<file path="src/hdl/audio_queue_playback_cursor_defines.svh">
// Assertion macros shared by the playback cursor RTL.
// Depends on nothing; expects clk and rst_n in the including scope.
`ifndef AUDIO_QUEUE_PLAYBACK_CURSOR_DEFINES_SVH
`define AUDIO_QUEUE_PLAYBACK_CURSOR_DEFINES_SVH

// Same-cycle implication, checked outside reset.
`define AQPC_ASSERT_IMPL(label, ante, cons, msg) \
  label: assert property (@(posedge clk) disable iff (!rst_n) (ante) |-> (cons)) \
    else $error(msg);

// Next-cycle implication, checked outside reset.
`define AQPC_ASSERT_NEXT(label, ante, cons, msg) \
  label: assert property (@(posedge clk) disable iff (!rst_n) (ante) |=> (cons)) \
    else $error(msg);

`endif

</file>
<file path="src/hdl/aqpc_pkg.sv">
// Package of the audio queue playback cursor: field widths, codes, states.
// Depends on nothing; every file but the defines header uses it by scoped names.
package aqpc_pkg;

  localparam int RATE_W = 19;
  localparam int SECS_W = 4;
  localparam int NSEC_W = 30;
  localparam int TGT_W  = 26;
  localparam int Q_W    = 24;
  localparam int ADV_W  = 23;
  localparam int OFF_W  = 24;
  localparam int POS_W  = 26;
  localparam int FRAC_W = 31;
  localparam int STAT_W = 2;
  localparam int OP_W   = 2;
  localparam int IDX_W  = 2;
  localparam int BCNT_W = 3;

  localparam logic [NSEC_W-1:0] NS_PER_S    = 30'd1000000000;
  localparam logic [31:0]       TWO_NS      = 32'd2000000000;
  localparam logic signed [31:0] HALF_NS    = 32'sd500000000;
  localparam logic signed [31:0] NS_PER_S_S = 32'sd1000000000;
  localparam logic [Q_W-1:0]    COUNT_MAX   = 24'd8388607;

  localparam logic [OP_W-1:0] OP_ADVANCE = 2'd0;
  localparam logic [OP_W-1:0] OP_SEEK    = 2'd1;
  localparam logic [OP_W-1:0] OP_PLAY    = 2'd2;

  localparam logic [STAT_W-1:0] ST_DONE    = 2'd0;
  localparam logic [STAT_W-1:0] ST_IGNORED = 2'd1;
  localparam logic [STAT_W-1:0] ST_END     = 2'd2;
  localparam logic [STAT_W-1:0] ST_RANGE   = 2'd3;

  localparam logic [2:0] REG_SAMPLE_RATE = 3'd0;
  localparam logic [2:0] REG_LOOP        = 3'd1;
  localparam logic [2:0] REG_BCOUNT      = 3'd2;
  localparam logic [2:0] REG_SIZE_A      = 3'd3;

  typedef enum logic [3:0] {
    S_IDLE, S_SCALE, S_ROUND, S_SAT, S_AVAIL, S_WALK, S_TOT, S_MOD,
    S_SCAN, S_POS_INIT, S_POS, S_OUT
  } state_t;

endpackage

</file>
<file path="src/hdl/aqpc_if.sv">
// Request and result channel interfaces of the playback cursor.
// Depends on aqpc_pkg for the field widths.
interface aqpc_in_if;
  logic                         valid;
  logic                         ready;
  logic [aqpc_pkg::OP_W-1:0]    op;
  logic [aqpc_pkg::SECS_W-1:0]  elapsed_seconds;
  logic [aqpc_pkg::NSEC_W-1:0]  elapsed_nanoseconds;
  logic [aqpc_pkg::TGT_W-1:0]   seek_target;
  modport source (output valid, op, elapsed_seconds, elapsed_nanoseconds, seek_target,
                  input ready);
  modport sink (input valid, op, elapsed_seconds, elapsed_nanoseconds, seek_target,
                output ready);
endinterface

interface aqpc_out_if;
  logic                         valid;
  logic                         ready;
  logic [aqpc_pkg::STAT_W-1:0]  status;
  logic [aqpc_pkg::ADV_W-1:0]   samples_advanced;
  logic [aqpc_pkg::IDX_W-1:0]   buffer_index;
  logic [aqpc_pkg::OFF_W-1:0]   buffer_offset;
  logic [aqpc_pkg::POS_W-1:0]   total_position;
  logic                         playing;
  modport source (output valid, status, samples_advanced, buffer_index, buffer_offset,
                  total_position, playing, input ready);
  modport sink (input valid, status, samples_advanced, buffer_index, buffer_offset,
                total_position, playing, output ready);
endinterface

</file>
<file path="src/hdl/audio_queue_playback_cursor.sv">
// Top level of the audio queue playback cursor: config registers, sequencer.
// Depends on aqpc_pkg, aqpc_if, aqpc_scale, aqpc_rem and the defines header.
//
//   channel   direction  handshake           carries
//   in_req    in         valid/ready         op, elapsed time, seek target
//   out_rsp   out        valid/ready         status, count, cursor, position
//   config    in         APB psel/penable    sample rate, loop, count, sizes
//
// An advance spends most of its time in the serial time to sample loop, and
// a wrapping walk adds the remainder unit; a seek with looping uses it too.
// Reset is synchronous and active low and returns the configuration, cursor
// and control registers to their defaults; work and result data registers
// are not reset. A new request is taken once the previous result is
// registered.
`include "audio_queue_playback_cursor_defines.svh"

module audio_queue_playback_cursor #(
  parameter int QUEUE_DEPTH = 4,
  parameter int OFFSET_BITS = 24
) (
  input  logic                clk,
  input  logic                rst_n,
  aqpc_in_if.sink             in_req,
  aqpc_out_if.source          out_rsp,
  input  logic                psel,
  input  logic                penable,
  input  logic                pwrite,
  input  logic [4:0]          paddr,
  input  logic [31:0]         pwdata,
  output logic [31:0]         prdata,
  output logic                pready
);

  // Stored sizes keep only the bits that the offset can address.
  localparam int SizeW = (OFFSET_BITS < 24) ? OFFSET_BITS : 24;

  // Configuration registers.
  logic [aqpc_pkg::RATE_W-1:0] rate_r;
  logic                        loop_r;
  logic [aqpc_pkg::BCNT_W-1:0] bcnt_r;
  logic [SizeW-1:0]            size_r [QUEUE_DEPTH];

  // Cursor state.
  aqpc_pkg::state_t state_r, state_nxt;
  logic playing_r, playing_nxt;
  logic [aqpc_pkg::IDX_W-1:0] idx_r, idx_nxt;
  logic [aqpc_pkg::OFF_W-1:0] off_r, off_nxt;
  logic signed [aqpc_pkg::FRAC_W-1:0] frac_r, frac_nxt;

  // Work registers of the request in flight.
  logic [aqpc_pkg::OP_W-1:0]   op_r, op_nxt;
  logic [aqpc_pkg::STAT_W-1:0] status_r, status_nxt;
  logic [aqpc_pkg::ADV_W-1:0]  adv_r, adv_nxt;
  logic [aqpc_pkg::Q_W-1:0]    n_r, n_nxt;
  logic signed [31:0]          rsum_r, rsum_nxt;
  logic [aqpc_pkg::OFF_W-1:0]  avail_r, avail_nxt;
  logic [aqpc_pkg::POS_W-1:0]  rest_r, rest_nxt, acc_r, acc_nxt;
  logic [aqpc_pkg::IDX_W-1:0]  scan_i_r, scan_i_nxt;
  logic [2:0]                  steps_r, steps_nxt;

  // Result register.
  logic out_valid_r, out_valid_nxt;
  logic [aqpc_pkg::STAT_W-1:0] o_status_r;
  logic [aqpc_pkg::ADV_W-1:0]  o_adv_r;
  logic [aqpc_pkg::IDX_W-1:0]  o_idx_r;
  logic [aqpc_pkg::OFF_W-1:0]  o_off_r;
  logic [aqpc_pkg::POS_W-1:0]  o_pos_r;
  logic                        o_play_r;
  logic                        out_load;

  // Helper units.
  logic scale_start, scale_done, rem_start, rem_done;
  logic [aqpc_pkg::Q_W-1:0]    scale_quo;
  logic [aqpc_pkg::NSEC_W-1:0] scale_rem;
  logic [aqpc_pkg::POS_W-1:0]  rem_dvd, rem_q;

  // Shared decode.
  logic                       in_acc, cfg_wr;
  logic [2:0]                 cfg_idx, cnt_eff, idx_inc, wrap_i, next_i, walk_steps, pos_steps;
  logic [aqpc_pkg::IDX_W-1:0] rd_i;
  logic [aqpc_pkg::OFF_W-1:0] sel_size;
  logic                       scan_hit, wraps;

  function automatic logic [2:0] wrap_mod(input logic [2:0] v, input logic [2:0] c);
    logic [2:0] x;
    x = v;
    for (int k = 0; k < 4; k++) begin
      if (x >= c) x = x - c;
    end
    return x;
  endfunction

  // APB port: writes land on the access phase, reads are always ready.
  assign pready  = 1'b1;
  assign cfg_wr  = psel && penable && pwrite;
  assign cfg_idx = paddr[4:2];

  always_ff @(posedge clk) begin
    if (!rst_n) begin
      rate_r <= aqpc_pkg::RATE_W'(44100);
      loop_r <= 1'b0;
      bcnt_r <= '0;
      for (int j = 0; j < QUEUE_DEPTH; j++) size_r[j] <= '0;
    end else if (cfg_wr) begin
      if (cfg_idx == aqpc_pkg::REG_SAMPLE_RATE) rate_r <= pwdata[aqpc_pkg::RATE_W-1:0];
      if (cfg_idx == aqpc_pkg::REG_LOOP) loop_r <= pwdata[0];
      if (cfg_idx == aqpc_pkg::REG_BCOUNT) bcnt_r <= pwdata[aqpc_pkg::BCNT_W-1:0];
      for (int j = 0; j < QUEUE_DEPTH; j++) begin
        if (cfg_idx == aqpc_pkg::REG_SIZE_A + 3'(j)) size_r[j] <= pwdata[SizeW-1:0];
      end
    end
  end

  always_comb begin
    prdata = '0;
    case (cfg_idx)
      aqpc_pkg::REG_SAMPLE_RATE: prdata[aqpc_pkg::RATE_W-1:0] = rate_r;
      aqpc_pkg::REG_LOOP:        prdata[0] = loop_r;
      aqpc_pkg::REG_BCOUNT:      prdata[aqpc_pkg::BCNT_W-1:0] = bcnt_r;
      default: begin
        for (int j = 0; j < QUEUE_DEPTH; j++) begin
          if (cfg_idx == aqpc_pkg::REG_SIZE_A + 3'(j)) prdata[SizeW-1:0] = size_r[j];
        end
      end
    endcase
  end

  // A count above the queue depth is treated as the full depth.
  assign cnt_eff = (bcnt_r > 3'(QUEUE_DEPTH)) ? 3'(QUEUE_DEPTH) : bcnt_r;

  // One read port into the size table: the cursor entry while the room left
  // in it is measured, the scan entry otherwise. Entries past the count read 0.
  assign rd_i = (state_r == aqpc_pkg::S_AVAIL) ? idx_r : scan_i_r;
  always_comb begin
    sel_size = '0;
    for (int j = 0; j < QUEUE_DEPTH; j++) begin
      if ((rd_i == aqpc_pkg::IDX_W'(j)) && ({1'b0, rd_i} < cnt_eff)) begin
        sel_size[SizeW-1:0] = size_r[j];
      end
    end
  end

  assign idx_inc    = {1'b0, idx_r} + 1'b1;
  assign wrap_i     = wrap_mod(idx_inc, cnt_eff);
  assign walk_steps = (idx_inc < cnt_eff) ? cnt_eff - idx_inc : 3'd0;
  assign pos_steps  = ({1'b0, idx_r} < cnt_eff) ? {1'b0, idx_r} : cnt_eff;
  assign wraps      = loop_r && (op_r == aqpc_pkg::OP_ADVANCE);
  assign next_i     = (wraps && ({1'b0, scan_i_r} + 1'b1 == cnt_eff)) ? 3'd0
                                                                     : {1'b0, scan_i_r} + 1'b1;
  // A seek lands strictly inside an entry; an advance may land on its end.
  assign scan_hit   = (op_r == aqpc_pkg::OP_SEEK) ? (rest_r < {2'b0, sel_size})
                                                  : (rest_r <= {2'b0, sel_size});

  assign in_acc   = in_req.valid && in_req.ready;
  assign out_load = (state_r == aqpc_pkg::S_OUT) && (!out_valid_r || out_rsp.ready);

  // Next state.
  always_comb begin
    state_nxt = state_r;
    case (state_r)
      aqpc_pkg::S_IDLE: begin
        if (in_acc) begin
          case (in_req.op)
            aqpc_pkg::OP_ADVANCE:
              state_nxt = (playing_r && cnt_eff != 3'd0) ? aqpc_pkg::S_SCALE
                                                         : aqpc_pkg::S_POS_INIT;
            aqpc_pkg::OP_SEEK: state_nxt = aqpc_pkg::S_TOT;
            default:           state_nxt = aqpc_pkg::S_POS_INIT;
          endcase
        end
      end
      aqpc_pkg::S_SCALE: if (scale_done) state_nxt = aqpc_pkg::S_ROUND;
      aqpc_pkg::S_ROUND: state_nxt = aqpc_pkg::S_SAT;
      aqpc_pkg::S_SAT:   state_nxt = aqpc_pkg::S_AVAIL;
      aqpc_pkg::S_AVAIL: state_nxt = aqpc_pkg::S_WALK;
      aqpc_pkg::S_WALK: begin
        if (avail_r >= n_r)  state_nxt = aqpc_pkg::S_POS_INIT;
        else if (loop_r)     state_nxt = aqpc_pkg::S_TOT;
        else                 state_nxt = aqpc_pkg::S_SCAN;
      end
      aqpc_pkg::S_TOT: begin
        if (steps_r == 3'd0) begin
          if (acc_r == '0)                           state_nxt = aqpc_pkg::S_POS_INIT;
          else if (loop_r)                           state_nxt = aqpc_pkg::S_MOD;
          else if (rest_r >= acc_r)                  state_nxt = aqpc_pkg::S_POS_INIT;
          else                                       state_nxt = aqpc_pkg::S_SCAN;
        end
      end
      aqpc_pkg::S_MOD:  if (rem_done) state_nxt = aqpc_pkg::S_SCAN;
      aqpc_pkg::S_SCAN: if (steps_r == 3'd0 || scan_hit) state_nxt = aqpc_pkg::S_POS_INIT;
      aqpc_pkg::S_POS_INIT: state_nxt = aqpc_pkg::S_POS;
      aqpc_pkg::S_POS:  if (steps_r == 3'd0) state_nxt = aqpc_pkg::S_OUT;
      aqpc_pkg::S_OUT:  if (out_load) state_nxt = aqpc_pkg::S_IDLE;
      default: state_nxt = aqpc_pkg::S_IDLE;
    endcase
  end

  // Datapath and unit controls.
  always_comb begin
    playing_nxt = playing_r;
    idx_nxt     = idx_r;
    off_nxt     = off_r;
    frac_nxt    = frac_r;
    op_nxt      = op_r;
    status_nxt  = status_r;
    adv_nxt     = adv_r;
    n_nxt       = n_r;
    rsum_nxt    = rsum_r;
    avail_nxt   = avail_r;
    rest_nxt    = rest_r;
    acc_nxt     = acc_r;
    scan_i_nxt  = scan_i_r;
    steps_nxt   = steps_r;
    scale_start = 1'b0;
    rem_start   = 1'b0;
    rem_dvd     = rest_r;
    case (state_r)
      aqpc_pkg::S_IDLE: begin
        if (in_acc) begin
          op_nxt     = in_req.op;
          status_nxt = aqpc_pkg::ST_DONE;
          adv_nxt    = '0;
          rest_nxt   = in_req.seek_target;
          acc_nxt    = '0;
          scan_i_nxt = '0;
          steps_nxt  = cnt_eff;
          case (in_req.op)
            aqpc_pkg::OP_ADVANCE: begin
              if (playing_r && cnt_eff != 3'd0) scale_start = 1'b1;
              else status_nxt = aqpc_pkg::ST_IGNORED;
            end
            aqpc_pkg::OP_SEEK: ;
            aqpc_pkg::OP_PLAY: begin
              idx_nxt     = '0;
              off_nxt     = '0;
              frac_nxt    = '0;
              playing_nxt = 1'b1;
            end
            default: status_nxt = aqpc_pkg::ST_IGNORED;
          endcase
        end
      end
      aqpc_pkg::S_SCALE: begin
        if (scale_done) begin
          n_nxt    = scale_quo;
          rsum_nxt = 32'(frac_r) + $signed({2'b0, scale_rem});
        end
      end
      aqpc_pkg::S_ROUND: begin
        // Round to nearest: a remainder of half a sample or more borrows one.
        if (rsum_r >= aqpc_pkg::HALF_NS) begin
          frac_nxt = aqpc_pkg::FRAC_W'(rsum_r - aqpc_pkg::NS_PER_S_S);
          n_nxt    = n_r + 1'b1;
        end else begin
          frac_nxt = aqpc_pkg::FRAC_W'(rsum_r);
        end
      end
      aqpc_pkg::S_SAT: begin
        if (n_r > aqpc_pkg::COUNT_MAX) n_nxt = aqpc_pkg::COUNT_MAX;
        adv_nxt = (n_r > aqpc_pkg::COUNT_MAX) ? aqpc_pkg::COUNT_MAX[aqpc_pkg::ADV_W-1:0]
                                              : n_r[aqpc_pkg::ADV_W-1:0];
      end
      aqpc_pkg::S_AVAIL: begin
        avail_nxt = (off_r < sel_size) ? sel_size - off_r : '0;
      end
      aqpc_pkg::S_WALK: begin
        if (avail_r >= n_r) begin
          off_nxt = off_r + n_r;
        end else begin
          rest_nxt   = aqpc_pkg::POS_W'(n_r - avail_r);
          acc_nxt    = '0;
          scan_i_nxt = loop_r ? '0 : idx_inc[aqpc_pkg::IDX_W-1:0];
          steps_nxt  = loop_r ? cnt_eff : walk_steps;
        end
      end
      aqpc_pkg::S_TOT: begin
        if (steps_r != 3'd0) begin
          acc_nxt    = acc_r + {2'b0, sel_size};
          scan_i_nxt = scan_i_r + 1'b1;
          steps_nxt  = steps_r - 1'b1;
        end else if (acc_r == '0) begin
          if (op_r == aqpc_pkg::OP_SEEK) begin
            status_nxt = aqpc_pkg::ST_RANGE;
          end else begin
            // Looping over nothing but empty entries ends playback.
            idx_nxt     = '0;
            off_nxt     = '0;
            frac_nxt    = '0;
            playing_nxt = 1'b0;
            status_nxt  = aqpc_pkg::ST_END;
          end
        end else if (loop_r) begin
          // Whole turns of the queue are dropped before the walk.
          rem_start = 1'b1;
          rem_dvd   = (op_r == aqpc_pkg::OP_SEEK) ? rest_r : rest_r - 1'b1;
        end else if (rest_r >= acc_r) begin
          status_nxt = aqpc_pkg::ST_RANGE;
        end else begin
          scan_i_nxt = '0;
          steps_nxt  = cnt_eff;
        end
      end
      aqpc_pkg::S_MOD: begin
        if (rem_done) begin
          rest_nxt   = (op_r == aqpc_pkg::OP_SEEK) ? rem_q : rem_q + 1'b1;
          scan_i_nxt = (op_r == aqpc_pkg::OP_SEEK) ? '0 : wrap_i[aqpc_pkg::IDX_W-1:0];
          steps_nxt  = cnt_eff;
        end
      end
      aqpc_pkg::S_SCAN: begin
        if (steps_r == 3'd0) begin
          // Ran off the end of the queue: rewind and stop.
          idx_nxt     = '0;
          off_nxt     = '0;
          frac_nxt    = '0;
          playing_nxt = 1'b0;
          status_nxt  = aqpc_pkg::ST_END;
        end else if (scan_hit) begin
          idx_nxt = scan_i_r;
          off_nxt = rest_r[aqpc_pkg::OFF_W-1:0];
          if (op_r == aqpc_pkg::OP_SEEK) frac_nxt = '0;
        end else begin
          rest_nxt   = rest_r - {2'b0, sel_size};
          scan_i_nxt = next_i[aqpc_pkg::IDX_W-1:0];
          steps_nxt  = steps_r - 1'b1;
        end
      end
      aqpc_pkg::S_POS_INIT: begin
        acc_nxt    = {2'b0, off_r};
        scan_i_nxt = '0;
        steps_nxt  = pos_steps;
      end
      aqpc_pkg::S_POS: begin
        if (steps_r != 3'd0) begin
          acc_nxt    = acc_r + {2'b0, sel_size};
          scan_i_nxt = scan_i_r + 1'b1;
          steps_nxt  = steps_r - 1'b1;
        end
      end
      default: ;
    endcase
  end

  always_comb begin
    out_valid_nxt = out_valid_r;
    if (out_load) out_valid_nxt = 1'b1;
    else if (out_rsp.ready) out_valid_nxt = 1'b0;
  end

  always_ff @(posedge clk) begin
    if (!rst_n) begin
      state_r     <= aqpc_pkg::S_IDLE;
      playing_r   <= 1'b0;
      idx_r       <= '0;
      off_r       <= '0;
      frac_r      <= '0;
      out_valid_r <= 1'b0;
      status_r    <= aqpc_pkg::ST_DONE;
      steps_r     <= '0;
    end else begin
      state_r     <= state_nxt;
      playing_r   <= playing_nxt;
      idx_r       <= idx_nxt;
      off_r       <= off_nxt;
      frac_r      <= frac_nxt;
      out_valid_r <= out_valid_nxt;
      status_r    <= status_nxt;
      steps_r     <= steps_nxt;
    end
    op_r     <= op_nxt;
    adv_r    <= adv_nxt;
    n_r      <= n_nxt;
    rsum_r   <= rsum_nxt;
    avail_r  <= avail_nxt;
    rest_r   <= rest_nxt;
    acc_r    <= acc_nxt;
    scan_i_r <= scan_i_nxt;
    if (out_load) begin
      o_status_r <= status_r;
      o_adv_r    <= adv_r;
      o_idx_r    <= idx_r;
      o_off_r    <= off_r;
      o_pos_r    <= acc_r;
      o_play_r   <= playing_r;
    end
  end

  aqpc_scale u_scale (
    .clk   (clk),
    .rst_n (rst_n),
    .start (scale_start),
    .secs  (in_req.elapsed_seconds),
    .nsec  (in_req.elapsed_nanoseconds),
    .rate  (rate_r),
    .done  (scale_done),
    .quo   (scale_quo),
    .rem   (scale_rem)
  );

  aqpc_rem u_rem (
    .clk      (clk),
    .rst_n    (rst_n),
    .start    (rem_start),
    .dividend (rem_dvd),
    .divisor  (acc_r),
    .done     (rem_done),
    .rem      (rem_q)
  );

  assign in_req.ready             = (state_r == aqpc_pkg::S_IDLE);
  assign out_rsp.valid            = out_valid_r;
  assign out_rsp.status           = o_status_r;
  assign out_rsp.samples_advanced = o_adv_r;
  assign out_rsp.buffer_index     = o_idx_r;
  assign out_rsp.buffer_offset    = o_off_r;
  assign out_rsp.total_position   = o_pos_r;
  assign out_rsp.playing          = o_play_r;

  // The conversion unit only reports back while the sequencer waits for it.
  `AQPC_ASSERT_IMPL(a_scale_done_in_scale, scale_done, state_r == aqpc_pkg::S_SCALE, "scale done outside wait")
  // Playback stops only through an end of queue.
  `AQPC_ASSERT_IMPL(a_stop_means_end, $fell(playing_r), status_r == aqpc_pkg::ST_END, "stopped without end status")
  // The reduced walk length stays below the queue total it was taken by.
  `AQPC_ASSERT_IMPL(a_rem_below_total, rem_done, rem_q < acc_r, "remainder not below queue total")

endmodule

</file>
<file path="src/hdl/aqpc_scale.sv">
// Bit-serial time to sample conversion: (secs*1e9 + nsec) * rate split into
// quotient and remainder by 1e9, one rate bit at a time. Uses aqpc_pkg.
module aqpc_scale (
  input  logic                         clk,
  input  logic                         rst_n,
  input  logic                         start,
  input  logic [aqpc_pkg::SECS_W-1:0]  secs,
  input  logic [aqpc_pkg::NSEC_W-1:0]  nsec,
  input  logic [aqpc_pkg::RATE_W-1:0]  rate,
  output logic                         done,
  output logic [aqpc_pkg::Q_W-1:0]     quo,
  output logic [aqpc_pkg::NSEC_W-1:0]  rem
);

  localparam int CW = $clog2(aqpc_pkg::RATE_W + 1);

  logic busy_r, busy_nxt, prep_r, prep_nxt, phase_r, phase_nxt, done_r, done_nxt;
  logic [CW-1:0] cnt_r, cnt_nxt;
  logic [aqpc_pkg::SECS_W:0] s_r, s_nxt;
  logic [aqpc_pkg::NSEC_W-1:0] n_r, n_nxt;
  logic [aqpc_pkg::RATE_W-1:0] rs_r, rs_nxt;
  logic [aqpc_pkg::Q_W-1:0] q_r, q_nxt;
  logic [31:0] r_r, r_nxt;

  always_comb begin
    busy_nxt  = busy_r;
    prep_nxt  = prep_r;
    phase_nxt = phase_r;
    done_nxt  = 1'b0;
    cnt_nxt   = cnt_r;
    s_nxt     = s_r;
    n_nxt     = n_r;
    rs_nxt    = rs_r;
    q_nxt     = q_r;
    r_nxt     = r_r;
    if (start) begin
      s_nxt     = {1'b0, secs};
      n_nxt     = nsec;
      rs_nxt    = rate;
      q_nxt     = '0;
      r_nxt     = '0;
      busy_nxt  = 1'b1;
      prep_nxt  = 1'b1;
      phase_nxt = 1'b0;
      cnt_nxt   = CW'(aqpc_pkg::RATE_W);
    end else if (busy_r) begin
      if (prep_r) begin
        // A nanosecond field of a second or more carries into the seconds.
        if (n_r >= aqpc_pkg::NS_PER_S) begin
          n_nxt = n_r - aqpc_pkg::NS_PER_S;
          s_nxt = s_r + 1'b1;
        end
        prep_nxt = 1'b0;
      end else if (!phase_r) begin
        r_nxt = {r_r[30:0], 1'b0} + (rs_r[aqpc_pkg::RATE_W-1] ? {2'b0, n_r} : 32'd0);
        q_nxt = {q_r[aqpc_pkg::Q_W-2:0], 1'b0}
              + (rs_r[aqpc_pkg::RATE_W-1] ? aqpc_pkg::Q_W'(s_r) : '0);
        rs_nxt    = {rs_r[aqpc_pkg::RATE_W-2:0], 1'b0};
        phase_nxt = 1'b1;
      end else begin
        if (r_r >= aqpc_pkg::TWO_NS) begin
          r_nxt = r_r - aqpc_pkg::TWO_NS;
          q_nxt = q_r + 2'd2;
        end else if (r_r >= {2'b0, aqpc_pkg::NS_PER_S}) begin
          r_nxt = r_r - {2'b0, aqpc_pkg::NS_PER_S};
          q_nxt = q_r + 1'b1;
        end
        phase_nxt = 1'b0;
        cnt_nxt   = cnt_r - 1'b1;
        if (cnt_r == CW'(1)) begin
          busy_nxt = 1'b0;
          done_nxt = 1'b1;
        end
      end
    end
  end

  always_ff @(posedge clk) begin
    if (!rst_n) begin
      busy_r  <= 1'b0;
      prep_r  <= 1'b0;
      phase_r <= 1'b0;
      done_r  <= 1'b0;
      cnt_r   <= '0;
    end else begin
      busy_r  <= busy_nxt;
      prep_r  <= prep_nxt;
      phase_r <= phase_nxt;
      done_r  <= done_nxt;
      cnt_r   <= cnt_nxt;
    end
    s_r  <= s_nxt;
    n_r  <= n_nxt;
    rs_r <= rs_nxt;
    q_r  <= q_nxt;
    r_r  <= r_nxt;
  end

  assign done = done_r;
  assign quo  = q_r;
  assign rem  = r_r[aqpc_pkg::NSEC_W-1:0];

endmodule

</file>
<file path="src/hdl/aqpc_rem.sv">
// Restoring remainder unit, one dividend bit per cycle.
// Depends on aqpc_pkg for the operand width.
module aqpc_rem (
  input  logic                        clk,
  input  logic                        rst_n,
  input  logic                        start,
  input  logic [aqpc_pkg::POS_W-1:0]  dividend,
  input  logic [aqpc_pkg::POS_W-1:0]  divisor,
  output logic                        done,
  output logic [aqpc_pkg::POS_W-1:0]  rem
);

  localparam int W  = aqpc_pkg::POS_W;
  localparam int CW = $clog2(W + 1);

  logic busy_r, busy_nxt, done_r, done_nxt;
  logic [CW-1:0] cnt_r, cnt_nxt;
  logic [W-1:0] dvd_r, dvd_nxt, dvs_r, dvs_nxt, rem_r, rem_nxt;
  logic [W:0] trial;

  always_comb begin
    busy_nxt = busy_r;
    done_nxt = 1'b0;
    cnt_nxt  = cnt_r;
    dvd_nxt  = dvd_r;
    dvs_nxt  = dvs_r;
    rem_nxt  = rem_r;
    trial    = {rem_r, dvd_r[W-1]};
    if (start) begin
      dvd_nxt  = dividend;
      dvs_nxt  = divisor;
      rem_nxt  = '0;
      cnt_nxt  = CW'(W);
      busy_nxt = 1'b1;
    end else if (busy_r) begin
      if (trial >= {1'b0, dvs_r}) begin
        trial = trial - {1'b0, dvs_r};
      end
      rem_nxt = trial[W-1:0];
      dvd_nxt = {dvd_r[W-2:0], 1'b0};
      cnt_nxt = cnt_r - 1'b1;
      if (cnt_r == CW'(1)) begin
        busy_nxt = 1'b0;
        done_nxt = 1'b1;
      end
    end
  end

  always_ff @(posedge clk) begin
    if (!rst_n) begin
      busy_r <= 1'b0;
      done_r <= 1'b0;
      cnt_r  <= '0;
    end else begin
      busy_r <= busy_nxt;
      done_r <= done_nxt;
      cnt_r  <= cnt_nxt;
    end
    dvd_r <= dvd_nxt;
    dvs_r <= dvs_nxt;
    rem_r <= rem_nxt;
  end

  assign done = done_r;
  assign rem  = rem_r;

endmodule
</file>
<file path="src/flat_wrapper.sv">
// flat-port wrapper written by rule: the top's interface ports become plain ports
module audio_queue_playback_cursor_flat 
#(
  parameter int QUEUE_DEPTH = 4,
  parameter int OFFSET_BITS = 24
)
  (clk, rst_n, psel, penable, pwrite, paddr, pwdata, prdata, pready, in_req_valid, in_req_op, in_req_elapsed_seconds, in_req_elapsed_nanoseconds, in_req_seek_target, in_req_ready, out_rsp_valid, out_rsp_status, out_rsp_samples_advanced, out_rsp_buffer_index, out_rsp_buffer_offset, out_rsp_total_position, out_rsp_playing, out_rsp_ready);
  aqpc_in_if in_req_i ();
  aqpc_out_if out_rsp_i ();
  input  logic clk;
  input  logic rst_n;
  input  logic psel;
  input  logic penable;
  input  logic pwrite;
  input  logic [4:0] paddr;
  input  logic [31:0] pwdata;
  output logic [31:0] prdata;
  output logic pready;
  input wire logic [$bits(in_req_i.valid)-1:0] in_req_valid;
  input wire logic [$bits(in_req_i.op)-1:0] in_req_op;
  input wire logic [$bits(in_req_i.elapsed_seconds)-1:0] in_req_elapsed_seconds;
  input wire logic [$bits(in_req_i.elapsed_nanoseconds)-1:0] in_req_elapsed_nanoseconds;
  input wire logic [$bits(in_req_i.seek_target)-1:0] in_req_seek_target;
  output wire logic [$bits(in_req_i.ready)-1:0] in_req_ready;
  output wire logic [$bits(out_rsp_i.valid)-1:0] out_rsp_valid;
  output wire logic [$bits(out_rsp_i.status)-1:0] out_rsp_status;
  output wire logic [$bits(out_rsp_i.samples_advanced)-1:0] out_rsp_samples_advanced;
  output wire logic [$bits(out_rsp_i.buffer_index)-1:0] out_rsp_buffer_index;
  output wire logic [$bits(out_rsp_i.buffer_offset)-1:0] out_rsp_buffer_offset;
  output wire logic [$bits(out_rsp_i.total_position)-1:0] out_rsp_total_position;
  output wire logic [$bits(out_rsp_i.playing)-1:0] out_rsp_playing;
  input wire logic [$bits(out_rsp_i.ready)-1:0] out_rsp_ready;
  assign in_req_i.valid = in_req_valid;
  assign in_req_i.op = in_req_op;
  assign in_req_i.elapsed_seconds = in_req_elapsed_seconds;
  assign in_req_i.elapsed_nanoseconds = in_req_elapsed_nanoseconds;
  assign in_req_i.seek_target = in_req_seek_target;
  assign in_req_ready = in_req_i.ready;
  assign out_rsp_valid = out_rsp_i.valid;
  assign out_rsp_status = out_rsp_i.status;
  assign out_rsp_samples_advanced = out_rsp_i.samples_advanced;
  assign out_rsp_buffer_index = out_rsp_i.buffer_index;
  assign out_rsp_buffer_offset = out_rsp_i.buffer_offset;
  assign out_rsp_total_position = out_rsp_i.total_position;
  assign out_rsp_playing = out_rsp_i.playing;
  assign out_rsp_i.ready = out_rsp_ready;
  audio_queue_playback_cursor #(.QUEUE_DEPTH(QUEUE_DEPTH), .OFFSET_BITS(OFFSET_BITS)) u_core (.clk(clk), .rst_n(rst_n), .in_req(in_req_i), .out_rsp(out_rsp_i), .psel(psel), .penable(penable), .pwrite(pwrite), .paddr(paddr), .pwdata(pwdata), .prdata(prdata), .pready(pready));
endmodule
</file>
<file path="config.mk">
export PLATFORM = sky130hd
export DESIGN_NAME = audio_queue_playback_cursor_flat
export DESIGN_NICKNAME = d
export VERILOG_FILES = /design/src/hdl/aqpc_pkg.sv /design/src/hdl/aqpc_if.sv /design/src/hdl/audio_queue_playback_cursor.sv /design/src/hdl/aqpc_scale.sv /design/src/hdl/aqpc_rem.sv /design/src/flat_wrapper.sv
export VERILOG_INCLUDE_DIRS = /design/src /design/src/hdl
export SDC_FILE = /design/constraint.sdc
export NUM_CORES = 2
export LEC_CHECK = 0
export ABC_CLOCK_PERIOD_IN_PS = 11400
export BUFFER_PORTS_ARGS = -buffer_cell sky130_fd_sc_hd__buf_2
export CAP_MARGIN = 20
export CORE_AREA = 4 4 311 313
export DETAILED_ROUTE_END_ITERATION = 8
export DIE_AREA = 0 0 315 317
export SYNTH_ARGS = -nofsm -noshare
export SYNTH_HDL_FRONTEND = slang
export SYNTH_SLANG_ARGS = --single-unit
export TNS_END_PERCENT = 1
</file>
<file path="constraint.sdc">
create_clock -name clk -period 11.4 [get_ports clk]
set_clock_uncertainty 0.1 [all_clocks]
set_input_delay 0.57 -clock clk [delete_from_list [all_inputs] [get_ports clk]]
set_output_delay 0.57 -clock clk [all_outputs]
set_load 0.1 [all_outputs]
</file>
==> reports/metrics.yaml <==
status: "finished, final reports clean"
start_util_pct: 44.5
critPathKind: "flip-flop to flip-flop"
synth.most_common_cell: "edfxtp_1"
drive_above_1_share_pct: 10.5
fin_nets: 5073
yosys.area_share.simple_pct: 16.8
fp-row-count: 113
setup_violations: 0
fin_cells: 6012
clk_root_buffer_cell: "clkbuf_16"
area_delta_synth_final_pct: 11.9
grt_first_pass_wirelength_um: 205000
gr-usage-all-layers_pct: 26.6
fin_tns_setup_ns: 0
fin_area_mm2: 0.0469
ys_ff_latch: 628
clock_path_buffers: 3
fin_util_pct: 49.8
synth_top_area_share_pct: 31.4
cts_tree: "done"
cp-start-kind: "flip-flop"
endpoint_kind: "flip-flop"
cp.arrival_ns: 9.17
p_per_area_mw_per_mm2: 244
worst_path_max_delay_cell: "o21a_1"
slowest_delay_ns: 0.79
cts_made_buffers: 76
cts_sinks: 628
synth_edf_count: 438
cts.clk_slew.worst_paths_ns: 0.06
critPathMaxFanout: 26
dp_hpwl_um: 99800
rsz0062_at_grt: "no"
avgViaCountPerCell: 5.92
combPwrFrac_pct: 46.8
regArea_mm2: 0.0170
switching_share_pct: 43.3
syn_area_mm2: 0.0420
cp.required_ns: 11.86
post_cts_buffers: 0
synth_ff_type: "edfxtp_1"
fin_crit_sh_pct: 76.4
leakage_nw: 18.4
synthArstFlopShare_pct: 0
wirelength_um: 136000
avgRoutedWirePerCell_um: 22.7
dpl_cell_area_mm2: 0.0443
power.total_mw: 11.4
max_clock_freq_mhz: 115
ant_nets: 0
fill_cells: 8928
synth_compound_area_share_pct: 21.0
hold_class: "input port to flip-flop"
p_clk_share_pct: 22.9
grt_pass1_vias: 33369
report.final.slew_viol_count: 0
min_period_ns: 8.71
die_area_mm2: 0.0999
insertion_delay_ns: 0.65
vias: 35581
path_buf_inv: 6
cts_resized: 0
multiInputGateArea_mm2: 0.0233
antenna_found_initial: 3
first_pass_iters: 9
finalHoldViolations: 0
synth_fa_ha_area_share_pct: 8.67
dp_cells: 5870
power_frac_seq_pct: 30.3
io_buffers: 199
critPathTopFamily: "compound AO/OA/AOI/OAI gates"
avgSynthCellArea_um2: 9.20
relSlewSlack_pct: 24.6
worstMarginPinSlew_ns: 1.13
ios: 219
synth-xor-area-share_pct: 6.58
yosys.cell_types.count: 100
max-cap-violations: 0
internal-power_mw: 6.48
crit_top_cell: "buf_4"
synthMuxAreaShare_pct: 2.11
ys_top_cells_by_count: "438 x edfxtp_1, 399 x nand2_1, 398 x nor2_1"
grt.overflow.total: 0
drc: 0
first_iter_violations: 3047
grt_max_degree: 73
netlist_instances: 4560
yosys-top-cells-area: "edfxtp_1 31%, dfxtp_1 9.1%, ha_1 8.1%"
p_sw_mw: 4.96
vdd_drop_max_v: 0.000128
die_x_um: 315
synth_top_area_cell: "edfxtp_1"
place.gp.congestion: 0.996
cts-htree-levels: 3
die_h_um: 317
ctsHoldBuffers: 1
synth_warnings: 0
yosysSeqAreaShare_pct: 40.4
coreArea_mm2: 0.0943
synth_top_family_by_area: "compound AO/OA/AOI/OAI gates"
## cells by family (layout without fill, tap and decap cells)
logic type                 count (synthesis)  count (layout)
xor gates and xnor gates                 315             315
AOI/OAI and AO/OA                       1318            1318
DFF                                      628             628
other                                      2              10
muxes                                     86              86
adders and majority gates                283             283
and+or+nand+nor                         1464            1464
buffers and inverters                    464             643
## layout make-up
cell class	count	area share [%]
diodes	1	0.00533
clock buffers	95	4.49
clock inverters	45	1.20
inverters	239	1.91
multi-input cells	3475	49.6
flip-flops and latches	628	36.1
well taps	1265	3.37
repair buffers	264	3.25
## path summary, 6_finish.rpt
| path | cells past startpoint | slack [ns] | startpoint | endpoint |
|---|---|---|---|---|
| worst min-delay path | 1 | 0.04 | in_req_op[0] | u_core.op_r[0] |
| worst min register to register | 0 | 0.32 | u_core.adv_r[3] | u_core.out_rsp.samples_advanced[3] |
| worst max register to register | 25 | 2.69 | u_core.state_r[2] | u_core.frac_r[27] |
| worst max-delay path | 25 | 2.69 | u_core.state_r[2] | u_core.frac_r[27] |
## metrics by stage
step / hold slack (ns) / worst slack [ns]
global route: 0.0269 / 2.12
finish: 0.0435 / 2.69
detailed placement: 0.305 / 2.94
global placement: 0.304 / 3.01
floorplan: 0.300 / 3.69
CTS: 0.00741 / 2.84
## layout by cell type (no fill, tap or decap), drive strengths merged, types with 177 or more instances in the layout
master | Yosys | final
inv | 238 | 241
ha | 270 | 270
xnor2 | 177 | 177
nand2 | 399 | 399
o21ai | 284 | 284
dfxtp | 190 | 190
edfxtp | 438 | 438
nor2 | 399 | 399
buf | 48 | 263
a21oi | 337 | 337
## layer usage
metal,routed length (µm),up-vias,track usage (%)
met2,61600,1272,42.5
met3,9650,253,4.33
met1,59100,17101,36.1
li1,-,16951,-
met5,27,-,0
met4,5860,4,10.9
## sequential cells by signal (all words and copies together), names as in the netlist, 30 cells and up
signal,cells
u_core.size_r,96
u_core.u_scale.r_r,32
u_core.u_scale.n_r,30
u_core.frac_r,31
u_core.rsum_r,32
## power by group through the flow
stage | Sequential [mW] | Clock, mW | Combinational, mW
finish | 3.47 | 2.62 | 5.36
CTS | 3.46 | 2.66 | 5.27
detailed placement | 3.51 | 0 | 5.24
floorplan | 3.21 | 0 | 3.87
global route | 3.49 | 2.76 | 5.84
global placement | 3.51 | 0 | 5.20
Note: power is estimated with default switching activity, not from simulation.
